<file path="src/rtl/core/les_pkg.sv">
`timescale 1ns / 1ps

package les_pkg;

  localparam int MAX_ROWS  = 64;
  localparam int MAX_COLS  = 64;

  localparam int CFG_W     = 7;
  localparam int CFG_IDX_W = 2;
  localparam logic [CFG_IDX_W-1:0] REG_ROW_COUNT = CFG_IDX_W'(0);
  localparam logic [CFG_IDX_W-1:0] REG_COL_COUNT = CFG_IDX_W'(1);
  localparam logic [CFG_W-1:0]     DIM_RESET     = CFG_W'(8);

  localparam int ELEM_W = 16;
  localparam int SUM_W  = 29;
  localparam int TOT_W  = 30;

  localparam int DEPTH  = MAX_ROWS * MAX_COLS;
  localparam int ADDR_W = (DEPTH > 1) ? $clog2(DEPTH) : 1;
  localparam int LOAD_W = $clog2(DEPTH + 1);
  localparam int ROW_W  = $clog2(MAX_ROWS + 1);
  localparam int COL_W  = $clog2(MAX_COLS + 1);
  localparam int RIDX_W = (MAX_ROWS > 1) ? $clog2(MAX_ROWS) : 1;
  localparam int CIDX_W = (MAX_COLS > 1) ? $clog2(MAX_COLS) : 1;

  localparam int NBR = 8;
  localparam int K_W = 4;
  localparam logic [K_W-1:0] K_CENTER = K_W'(0);
  localparam logic [K_W-1:0] K_LAST   = K_W'(NBR);

  localparam logic signed [1:0] ROW_STEP [NBR] =
    '{-2'sd1, -2'sd1, -2'sd1, 2'sd0, 2'sd1, 2'sd1, 2'sd1, 2'sd0};
  localparam logic signed [1:0] COL_STEP [NBR] =
    '{-2'sd1, 2'sd0, 2'sd1, 2'sd1, 2'sd1, 2'sd0, -2'sd1, -2'sd1};

  typedef struct packed {
    logic             start;
    logic [ROW_W-1:0] rows;
    logic [COL_W-1:0] cols;
  } scan_cmd_t;

  typedef struct packed {
    logic                    done;
    logic signed [SUM_W-1:0] max_sum;
    logic signed [SUM_W-1:0] min_sum;
  } scan_res_t;

  function automatic logic [ROW_W-1:0] clamp_rows(input logic [CFG_W-1:0] v);
    logic [ROW_W-1:0] d;
    if (v == CFG_W'(0)) d = ROW_W'(1);
    else if (int'(v) > MAX_ROWS) d = ROW_W'(MAX_ROWS);
    else d = ROW_W'(v);
    return d;
  endfunction

  function automatic logic [COL_W-1:0] clamp_cols(input logic [CFG_W-1:0] v);
    logic [COL_W-1:0] d;
    if (v == CFG_W'(0)) d = COL_W'(1);
    else if (int'(v) > MAX_COLS) d = COL_W'(MAX_COLS);
    else d = COL_W'(v);
    return d;
  endfunction

  function automatic logic signed [1:0] row_off(input logic [K_W-1:0] k);
    logic [2:0] j;
    logic signed [1:0] d;
    j = 3'(k - K_W'(1));
    if (k == K_CENTER) d = 2'sd0;
    else d = ROW_STEP[j];
    return d;
  endfunction

  function automatic logic signed [1:0] col_off(input logic [K_W-1:0] k);
    logic [2:0] j;
    logic signed [1:0] d;
    j = 3'(k - K_W'(1));
    if (k == K_CENTER) d = 2'sd0;
    else d = COL_STEP[j];
    return d;
  endfunction

endpackage

</file>
<file path="src/rtl/core/les_scan.sv">
`timescale 1ns / 1ps

module les_scan import les_pkg::*; (
  input  logic                     clk,
  input  logic                     rst_n,
  input  scan_cmd_t                cmd,
  output logic [ADDR_W-1:0]        rd_addr,
  input  logic signed [ELEM_W-1:0] rd_data,
  output scan_res_t                res
);

  typedef enum logic [1:0] {S_IDLE, S_RUN, S_DRAIN} state_t;

  state_t                  state_r;
  logic [RIDX_W-1:0]       row_r;
  logic [CIDX_W-1:0]       col_r;
  logic [K_W-1:0]          k_r;
  logic [ROW_W-1:0]        rows_r;
  logic [COL_W-1:0]        cols_r;
  logic                    tag_v_r;
  logic [K_W-1:0]          tag_k_r;
  logic                    tag_in_r;
  logic signed [ELEM_W-1:0] center_r, center_nxt;
  logic                    is_max_r, is_max_nxt;
  logic                    is_min_r, is_min_nxt;
  logic signed [SUM_W-1:0] acc_max_r, acc_max_nxt;
  logic signed [SUM_W-1:0] acc_min_r, acc_min_nxt;
  logic                    done_r;

  logic signed [ROW_W:0]   nr;
  logic signed [COL_W:0]   nc;
  logic                    inb;
  logic [LOAD_W-1:0]       lin;
  logic                    last_k, last_col, last_cell;

  always_comb begin
    nr = (ROW_W+1)'(signed'({1'b0, row_r})) + (ROW_W+1)'(row_off(k_r));
    nc = (COL_W+1)'(signed'({1'b0, col_r})) + (COL_W+1)'(col_off(k_r));
    inb = !nr[ROW_W] && (nr[ROW_W-1:0] < rows_r) &&
          !nc[COL_W] && (nc[COL_W-1:0] < cols_r);
    lin = LOAD_W'(nr[RIDX_W-1:0]) * LOAD_W'(cols_r) + LOAD_W'(nc[CIDX_W-1:0]);
    rd_addr = lin[ADDR_W-1:0];
    last_k = (k_r == K_LAST);
    last_col = (COL_W'(col_r) == cols_r - COL_W'(1));
    last_cell = last_col && (ROW_W'(row_r) == rows_r - ROW_W'(1));
  end

  always_comb begin
    center_nxt  = center_r;
    is_max_nxt  = is_max_r;
    is_min_nxt  = is_min_r;
    acc_max_nxt = acc_max_r;
    acc_min_nxt = acc_min_r;
    if (tag_k_r == K_CENTER) begin
      center_nxt = rd_data;
      is_max_nxt = 1'b1;
      is_min_nxt = 1'b1;
    end else if (tag_in_r) begin
      if (rd_data > center_r) is_max_nxt = 1'b0;
      if (rd_data < center_r) is_min_nxt = 1'b0;
    end
    if (tag_k_r == K_LAST) begin
      if (is_max_nxt) acc_max_nxt = acc_max_r + SUM_W'(center_r);
      if (is_min_nxt) acc_min_nxt = acc_min_r + SUM_W'(center_r);
    end
  end

  always_ff @(posedge clk) begin
    if (!rst_n) begin
      state_r <= S_IDLE;
      tag_v_r <= 1'b0;
      done_r  <= 1'b0;
    end else begin
      tag_v_r  <= (state_r == S_RUN);
      tag_k_r  <= k_r;
      tag_in_r <= inb;
      done_r   <= 1'b0;
      if (tag_v_r) begin
        center_r  <= center_nxt;
        is_max_r  <= is_max_nxt;
        is_min_r  <= is_min_nxt;
        acc_max_r <= acc_max_nxt;
        acc_min_r <= acc_min_nxt;
      end
      unique case (state_r)
        S_IDLE: begin
          if (cmd.start) begin
            rows_r    <= cmd.rows;
            cols_r    <= cmd.cols;
            row_r     <= '0;
            col_r     <= '0;
            k_r       <= K_CENTER;
            acc_max_r <= '0;
            acc_min_r <= '0;
            state_r   <= S_RUN;
          end
        end
        S_RUN: begin
          if (last_k) begin
            k_r <= K_CENTER;
            if (last_cell) begin
              state_r <= S_DRAIN;
            end else if (last_col) begin
              col_r <= '0;
              row_r <= row_r + RIDX_W'(1);
            end else begin
              col_r <= col_r + CIDX_W'(1);
            end
          end else begin
            k_r <= k_r + K_W'(1);
          end
        end
        S_DRAIN: begin
          done_r  <= 1'b1;
          state_r <= S_IDLE;
        end
        default: state_r <= S_IDLE;
      endcase
    end
  end

  assign res.done    = done_r;
  assign res.max_sum = acc_max_r;
  assign res.min_sum = acc_min_r;

  a_k_range: assert property (@(posedge clk) disable iff (!rst_n)
    (state_r == S_RUN) |-> (k_r <= K_LAST))
    else $error("neighbor step out of range");

  a_done_pulse: assert property (@(posedge clk) disable iff (!rst_n)
    done_r |=> !done_r)
    else $error("scan done held longer than one cycle");

  a_center_inb: assert property (@(posedge clk) disable iff (!rst_n)
    (tag_v_r && (tag_k_r == K_CENTER)) |-> tag_in_r)
    else $error("center read out of bounds");

endmodule
</file>
<file path="config.mk">
export PLATFORM = sky130hd
export DESIGN_NAME = les_scan
export DESIGN_NICKNAME = d
export VERILOG_FILES = /design/src/rtl/core/les_pkg.sv /design/src/rtl/core/les_scan.sv
export SDC_FILE = /design/constraint.sdc
export NUM_CORES = 1
export LEC_CHECK = 0
export ABC_CLOCK_PERIOD_IN_PS = 16350
export BUFFER_PORTS_ARGS = -buffer_cell sky130_fd_sc_hd__buf_2
export CAP_MARGIN = 15
export CORE_MARGIN = 1.5
export CORE_UTILIZATION = 41
export DETAILED_ROUTE_END_ITERATION = 10
export PLACE_DENSITY = 0.64
export SETUP_SLACK_MARGIN = 0.2
export SLEW_MARGIN = 15
export SYNTH_ARGS = -nofsm -noshare
export SYNTH_HDL_FRONTEND = slang
export SYNTH_SLANG_ARGS = --single-unit
</file>
<file path="constraint.sdc">
create_clock -name clk -period 16.35 [get_ports clk]
set_input_delay 2.4525 -clock clk [delete_from_list [all_inputs] [get_ports clk]]
set_output_delay 2.4525 -clock clk [all_outputs]
set_load 0.01 [all_outputs]
</file>
== Word level (Yosys, flattened, before mapping) ==
Memory sizes are Yosys's and may differ from the RTL's.
Index checks and enable logic that the tools add are counted.

* Flip-flop bits (word level): 115
* Bits in latches: 0
* Memory bits (writable): 0
* Memory bits (read-only): 32
* Bits of input ports: 33
* Output and inout port bits: 71
* Logic and storage cells: 102
* Memories: 2

* $add $sub $neg: 11
* Multipliers: 1
* Divide/modulo/power cells: 0
* $lt $le $gt $ge: 5
* Eq/ne operators: 11
* Shift operators: 0
* Multiplexer cells: 39
* Bitwise operators: 1
* Reductions and logical operators: 17

{| class="wikitable"
|+ Memories
! memory !! depth !! bits a word !! read ports !! clocked after Yosys merged registers in !! wr ports !! RTL line !! text
|-
| (name not given) || 8 || 2 || 1 || 0 || 0 || les_pkg.sv:78 || <nowiki>else d = COL_STEP[j];</nowiki>
|-
| (name not given) || 8 || 2 || 1 || 0 || 0 || les_pkg.sv:69 || <nowiki>else d = ROW_STEP[j];</nowiki>
|}

{| class="wikitable"
|+ Operators with widths
! cell !! count
|-
| $mux 29 || 10
|-
| $add 29x16->29 || 2
|-
| $mux 6 || 7
|-
| $pmux 6 s2 || 2
|-
| $mux 2 || 9
|-
| $add 7x2->8 || 2
|-
| $gt 16x16->1 || 1
|-
| $lt 16x16->1 || 1
|-
| $eq 6x7->1 || 2
|-
| $lt 7x7->1 || 2
|-
| $sub 7x1->7 const B || 2
|-
| $add 12x6->12 || 1
|-
| $add 6x1->6 const B || 2
|-
| $mul 6x7->12 || 1
|-
| $reduce_and 3->1 || 4
|-
| $ne 2x2->1 const B || 5
|-
| $eq 4x4->1 const B || 2
|-
| $logic_not 4->1 || 2
|-
| $mux 4 || 2
|-
| $pmux 4 s2 || 1
|-
| $mux 1 || 7
|-
| $reduce_and 6->1 || 1
|-
| $reduce_and 5->1 || 1
|-
| $add 4x1->4 const B || 1
|-
| 11 further kinds || 15
|}

== Logic depth before layout (Yosys ltp) ==
* Depth after elaboration: 11
* Depth in mapped cells: 29
* Mapped depth without buffers: 29

== Worst setup path before layout ==
No wires, ideal clock.

* Path type: register to output
* Start: register k_r[0]
* End: output rd_addr[11]
* Arrival: 5.893 ns
* Data required time: 13.897 ns
* Setup slack: 8.004 ns
* Stages on the path, launching flop included: 28
* Path buffers: 0
* Cells stage by stage: edfxtp_1 inv_1 ha_1 or3b_1 nand2_2 xnor2_1 ha_1 nor3_1 nor2_1 nor2_1 a21oi_1 xnor2_1 nand2_1 fa_1 fa_1 inv_1 fa_1 inv_1 fa_1 inv_1 ha_1 inv_1 o21bai_1 a21oi_1 o21ai_0 a21o_1 a21oi_1 xnor2_1

* Cells in the longest elaborated chain, start to end: 9
* Elaborated cells between the ends (all ways): 15
* Those cells by class: add/sub (4); mul (1); mux (6); bitwise (1); reduce/logical (1); memory (2)

{| class="wikitable"
|+ Ends and longest elaborated chain
! what !! RTL line !! text
|-
| start, declared || les_scan.sv:17 || <nowiki>logic [K_W-1:0] k_r;</nowiki>
|-
| start signal, assigned || les_scan.sv:110 || <nowiki>k_r <= k_r + K_W'(1);</nowiki>
|-
| $sub 3x1->3 || les_pkg.sv:67, les_pkg.sv:76 ||
|-
| $not 3->4 (implied by the code) || les_pkg.sv:69, les_pkg.sv:78 ||
|-
| $mem_v2 8x2 || -- ||
|-
| $mux 2 (implied by the code) (2 in series) || les_pkg.sv:69 ||
|-
| $mux 2 || les_pkg.sv:68 || <nowiki>if (k == K_CENTER) d = 2'sd0;</nowiki>
|-
| $add 7x2->8 || les_scan.sv:37 || <nowiki>nr = (ROW_W+1)'(signed'({1'b0, row_r})) + (ROW_W+1)'(row_off(k_r));</nowiki>
|-
| $mul 6x7->12 || les_scan.sv:41 || <nowiki>lin = LOAD_W'(nr[RIDX_W-1:0]) * LOAD_W'(cols_r) + LOAD_W'(nc[CIDX_W-1:0]);</nowiki>
|-
| $add 12x6->12 * || les_scan.sv:41 ||
|-
| end, declared || les_scan.sv:7 || <nowiki>output logic [ADDR_W-1:0] rd_addr,</nowiki>
|}

Every way passes the cells marked *; elsewhere a longest branch is shown, timed or not. The select of a mux whose other input is x is not followed.

== Worst setup path after layout ==
Same ends and word-level chain as after synthesis.

==> impl_summary.log <==
[metrics] count of endpoints failing hold in the final timing report: 0
[metrics] shortest period the worst path allows: 9480 ps
[metrics] worst-path maximum fanout: 9
[metrics] area of the core: 25900 µm²
[metrics] detailed router's first-iteration violation count: 606
[metrics] final wirelength: 25400 µm
[metrics] DRC violation count after routing: 0
[metrics] Reg clk slew, reported paths: 60 ps
[metrics] Layout Area Growth over Synthesis: 13.3%
[metrics] leakage power summed over all cells: 5.34 nW
[metrics] Placer Congestion: 0.852
[metrics] number of nets in the final layout: 1447
[metrics] Async S/R FF share, synth: 0%
[metrics] Vias: 8784
[metrics] vias per cell: 5.48
[metrics] smallest setup slack after layout: 6870 ps
[metrics] number of max-slew violations in the final report: 0
[metrics] Post-Syn Nets: 1350
[metrics] fraction of the cycle the final worst path needs: 58.0%
[metrics] aggregate global routing overflow: 0
[metrics] number of hold-repair buffers added at the cts stage: 0
[metrics] HPWL after DPL: 19000 µm
[metrics] Worst Clk Skew: 13.7 ps
[metrics] Die ar.: 27200 µm²
[metrics] top post-synthesis cells by area: sky130_fd_sc_hd__edfxtp_1 31%, sky130_fd_sc_hd__ha_1 15%, sky130_fd_sc_hd__fa_1 4.8%
[metrics] gr usage total: 19.5%
[metrics] total chip power: 1.46 mW
[metrics] met3 Resource Use GR: 3.47%
[metrics] cell with the most instances after synthesis: sky130_fd_sc_hd__ha_1
[metrics] top flip-flop cell by instance count after synthesis: sky130_fd_sc_hd__edfxtp_1
[metrics] antenna violations before repair: 1
[metrics] die boundary width: 165 µm
[metrics] port buffer count: 103
[metrics] cell area reported after detailed placement: 11600 µm²
[metrics] setup violation total in the final timing report: 0
[metrics] share of layout cells above drive strength 1: 13.9%
[metrics] slew at the pin with the worst max-slew slack: 1120 ps
[metrics] number of antenna-violating nets in the routed design: 0
[metrics] unrepaired setup endpoints after global routing: no
[metrics] CTS Buf Count: 17
[metrics] maximum clock rate: 106 MHz
[metrics] Global Route met2 Usage: 34.3%
[metrics] post-synthesis register bit count: 115
[metrics] CTS tree: built
[metrics] number of standard-cell rows in the floorplan: 59
[metrics] busiest layer in global routing: met2
[metrics] GR met1 Demand/Resource: 23.7%
[metrics] buffers inserted by post-CTS timing repair: 0
[metrics] y dimension of the die: 165 µm
[metrics] first-pass GRT wire length: 42000 µm
[metrics] Post-Layout Cell Count: 1604
[metrics] final antenna diode count: 0
[metrics] proportion of netlist area held by the largest area contributor: 31.1%
[metrics] Worst Setup Start Kind: flop
[metrics] cell total after placement: 1572
[metrics] total standard cell area after synthesis: 10700 µm²
[metrics] core occupancy in the finished layout: 47.0%
[metrics] cell type contributing the most total cell area after synthesis: sky130_fd_sc_hd__edfxtp_1
[metrics] Relative slew margins: 24.7%
[metrics] commonest cells in the netlist: 132 x sky130_fd_sc_hd__ha_1, 115 x sky130_fd_sc_hd__nand2_1, 111 x sky130_fd_sc_hd__edfxtp_1
[metrics] Pre-Repair DR Iteration Count: 5
[metrics] number of buffers between clock root and the deepest sink: 2
[metrics] Max VDD drop: 0.266 mV
[metrics] number of ports placed on the die boundary: 104
[metrics] starting density of the core: 41.4%
[metrics] status: finished, final reports clean
[metrics] final design area excluding fillers: 12200 µm²
[metrics] power per standard cell area: 120 nW/µm²
[metrics] mean instance size in the synthesized netlist: 9.26 µm²
[metrics] number of synthesized flops with an enable pin: 111
[metrics] Yosys warning total: 0
[metrics] Crit path largest cell delay: 580 ps
[metrics] Worst Setup Slack post-DPL: 7320 ps
[metrics] category of the worst setup path capture point: output pin
[metrics] Most Frequent Cell on Critical Path: sky130_fd_sc_hd__inv_1
[metrics] post-route setup TNS: 0 ps
[metrics] # H-tree levels: 4
[metrics] library cells used by synthesis: 80
[metrics] cell count after synthesis: 1159
[metrics] clk root buf: sky130_fd_sc_hd__clkbuf_16
[metrics] min-delay worst type: reg2reg
[metrics] quantity of gates resized following cts: 0
[metrics] Arr. time, crit path: 7020 ps
[metrics] sinks on the clock net: 115
[metrics] insertion delay of the later-clocked pin in the worst-skew pair: 430 ps
[metrics] slowest cell on the critical path: sky130_fd_sc_hd__xnor2_1
[metrics] Req. time, crit path: 13900 ps
[metrics] Final Hold Slack: 503 ps
[metrics] Setup CP Type: reg2out
[metrics] mean routed wirelength per cell: 15.9 µm
[metrics] maximum number of pins on one net before global-route repair: 69
[metrics] number of maximum-capacitance constraint violations: 0
[metrics] sequential share of the synthesized area: 31.8%
[metrics] number of filler cells placed in the layout: 2458
[metrics] number of global-route vias before repair: 8647
worst max-delay path: cells and delay by family, from the launching register on:
family / cells / cell delay (ps)
compound gates: 6 / 920
xor+xnor: 3 / 800
fa+ha+maj: 7 / 2880
buf+inv: 6 / 490
flops: 1 / 460
simple gates: 6 / 1050
layout by cell type (no fill, tap or decap), types with 4 or more instances in the layout:
cell type,netlist,layout
sky130_fd_sc_hd__ha_1,132,132
sky130_fd_sc_hd__nand2_1,115,115
sky130_fd_sc_hd__edfxtp_1,111,111
sky130_fd_sc_hd__buf_2,6,103
sky130_fd_sc_hd__a21oi_1,99,99
sky130_fd_sc_hd__inv_1,87,87
sky130_fd_sc_hd__nor2_1,87,87
sky130_fd_sc_hd__xnor2_1,49,49
sky130_fd_sc_hd__nand3_1,43,43
sky130_fd_sc_hd__o21ai_0,42,42
sky130_fd_sc_hd__xor2_1,34,34
sky130_fd_sc_hd__a21o_1,34,34
sky130_fd_sc_hd__nor3_1,32,32
sky130_fd_sc_hd__and2_1,29,29
sky130_fd_sc_hd__fa_1,26,26
sky130_fd_sc_hd__clkbuf_16,0,17
sky130_fd_sc_hd__mux2i_1,15,15
sky130_fd_sc_hd__o21bai_1,15,15
sky130_fd_sc_hd__a211oi_1,13,13
sky130_fd_sc_hd__o211ai_1,12,12
sky130_fd_sc_hd__and3_1,10,10
sky130_fd_sc_hd__nand3b_1,9,9
sky130_fd_sc_hd__or3_1,8,8
sky130_fd_sc_hd__nor2b_1,8,8
sky130_fd_sc_hd__buf_4,1,8
sky130_fd_sc_hd__nand4_1,7,7
sky130_fd_sc_hd__a31oi_1,7,7
sky130_fd_sc_hd__o21a_1,6,6
sky130_fd_sc_hd__o21ai_1,7,6
sky130_fd_sc_hd__o31ai_1,6,6
sky130_fd_sc_hd__and4_1,5,5
sky130_fd_sc_hd__nand2b_1,5,5
sky130_fd_sc_hd__clkinvlp_4,0,5
sky130_fd_sc_hd__or4_1,4,4
sky130_fd_sc_hd__nor3b_2,3,4
sky130_fd_sc_hd__nor4_1,5,4
sky130_fd_sc_hd__inv_6,0,4
sky130_fd_sc_hd__dfxtp_1,4,4
cells by family (layout without fill, tap and decap cells):
logic type	after synthesis	after routing	share of synthesized area, %
buffers and inverters	121	231	4.55
XOR/XNOR	84	84	6.92
AO/OA/AOI/OAI	277	277	17.1
adder cells (fa/ha/maj)	158	158	20.2
multiplexers	16	16	1.54
AND/OR/NAND/NOR	388	388	17.9
flip-flops	115	115	31.8
worst paths after layout:
check,from,end,slack (ps),cells past startpoint
worst max-delay path,k_r[0],rd_addr[11],6870,28
worst min-delay path,state_r[1],done_r,500,2
worst max register to register,k_r[0],tag_in_r,12280,16
worst min register to register,state_r[1],done_r,500,2
layer usage:
layer / share of wire, % / vias to the layer above / wire length, µm
met5: 0.051 / - / 13
met4: 2.3 / 2 / 597
met3: 4.2 / 43 / 1070
met2: 49 / 200 / 12500
met1: 44 / 4158 / 11300
li1: - / 4381 / -
where the power goes:
part           internal (mW)  switching [mW]  leakage (nW)
combinational          0.318           0.391          3.95
clock                  0.225           0.150         0.270
sequential             0.349          0.0230          1.12
total                  0.892           0.564          5.34
final cells by class:
type | count | area, µm² | area share, %
Multi-Input combinational cell | 923 | 6850 | 56.3
Sequential cell | 115 | 3410 | 28.1
Timing Repair Buffer | 111 | 576 | 4.73
Clock buffer | 17 | 425 | 3.50
Tap cell | 335 | 419 | 3.45
Inverter | 88 | 330 | 2.71
Clock inverter | 15 | 155 | 1.28
flip-flops by register name, indices dropped and copies added (netlist names), 2 cells and up:
| name | flops |
|---|---|
| k_r | 4 |
| tag_k_r | 4 |
| acc_min_r | 29 |
| acc_max_r | 29 |
| row_r | 6 |
| rows_r | 7 |
| state_r | 2 |
| cols_r | 7 |
| col_r | 6 |
| center_r | 16 |
Note: power is estimated with default switching activity, not from simulation.
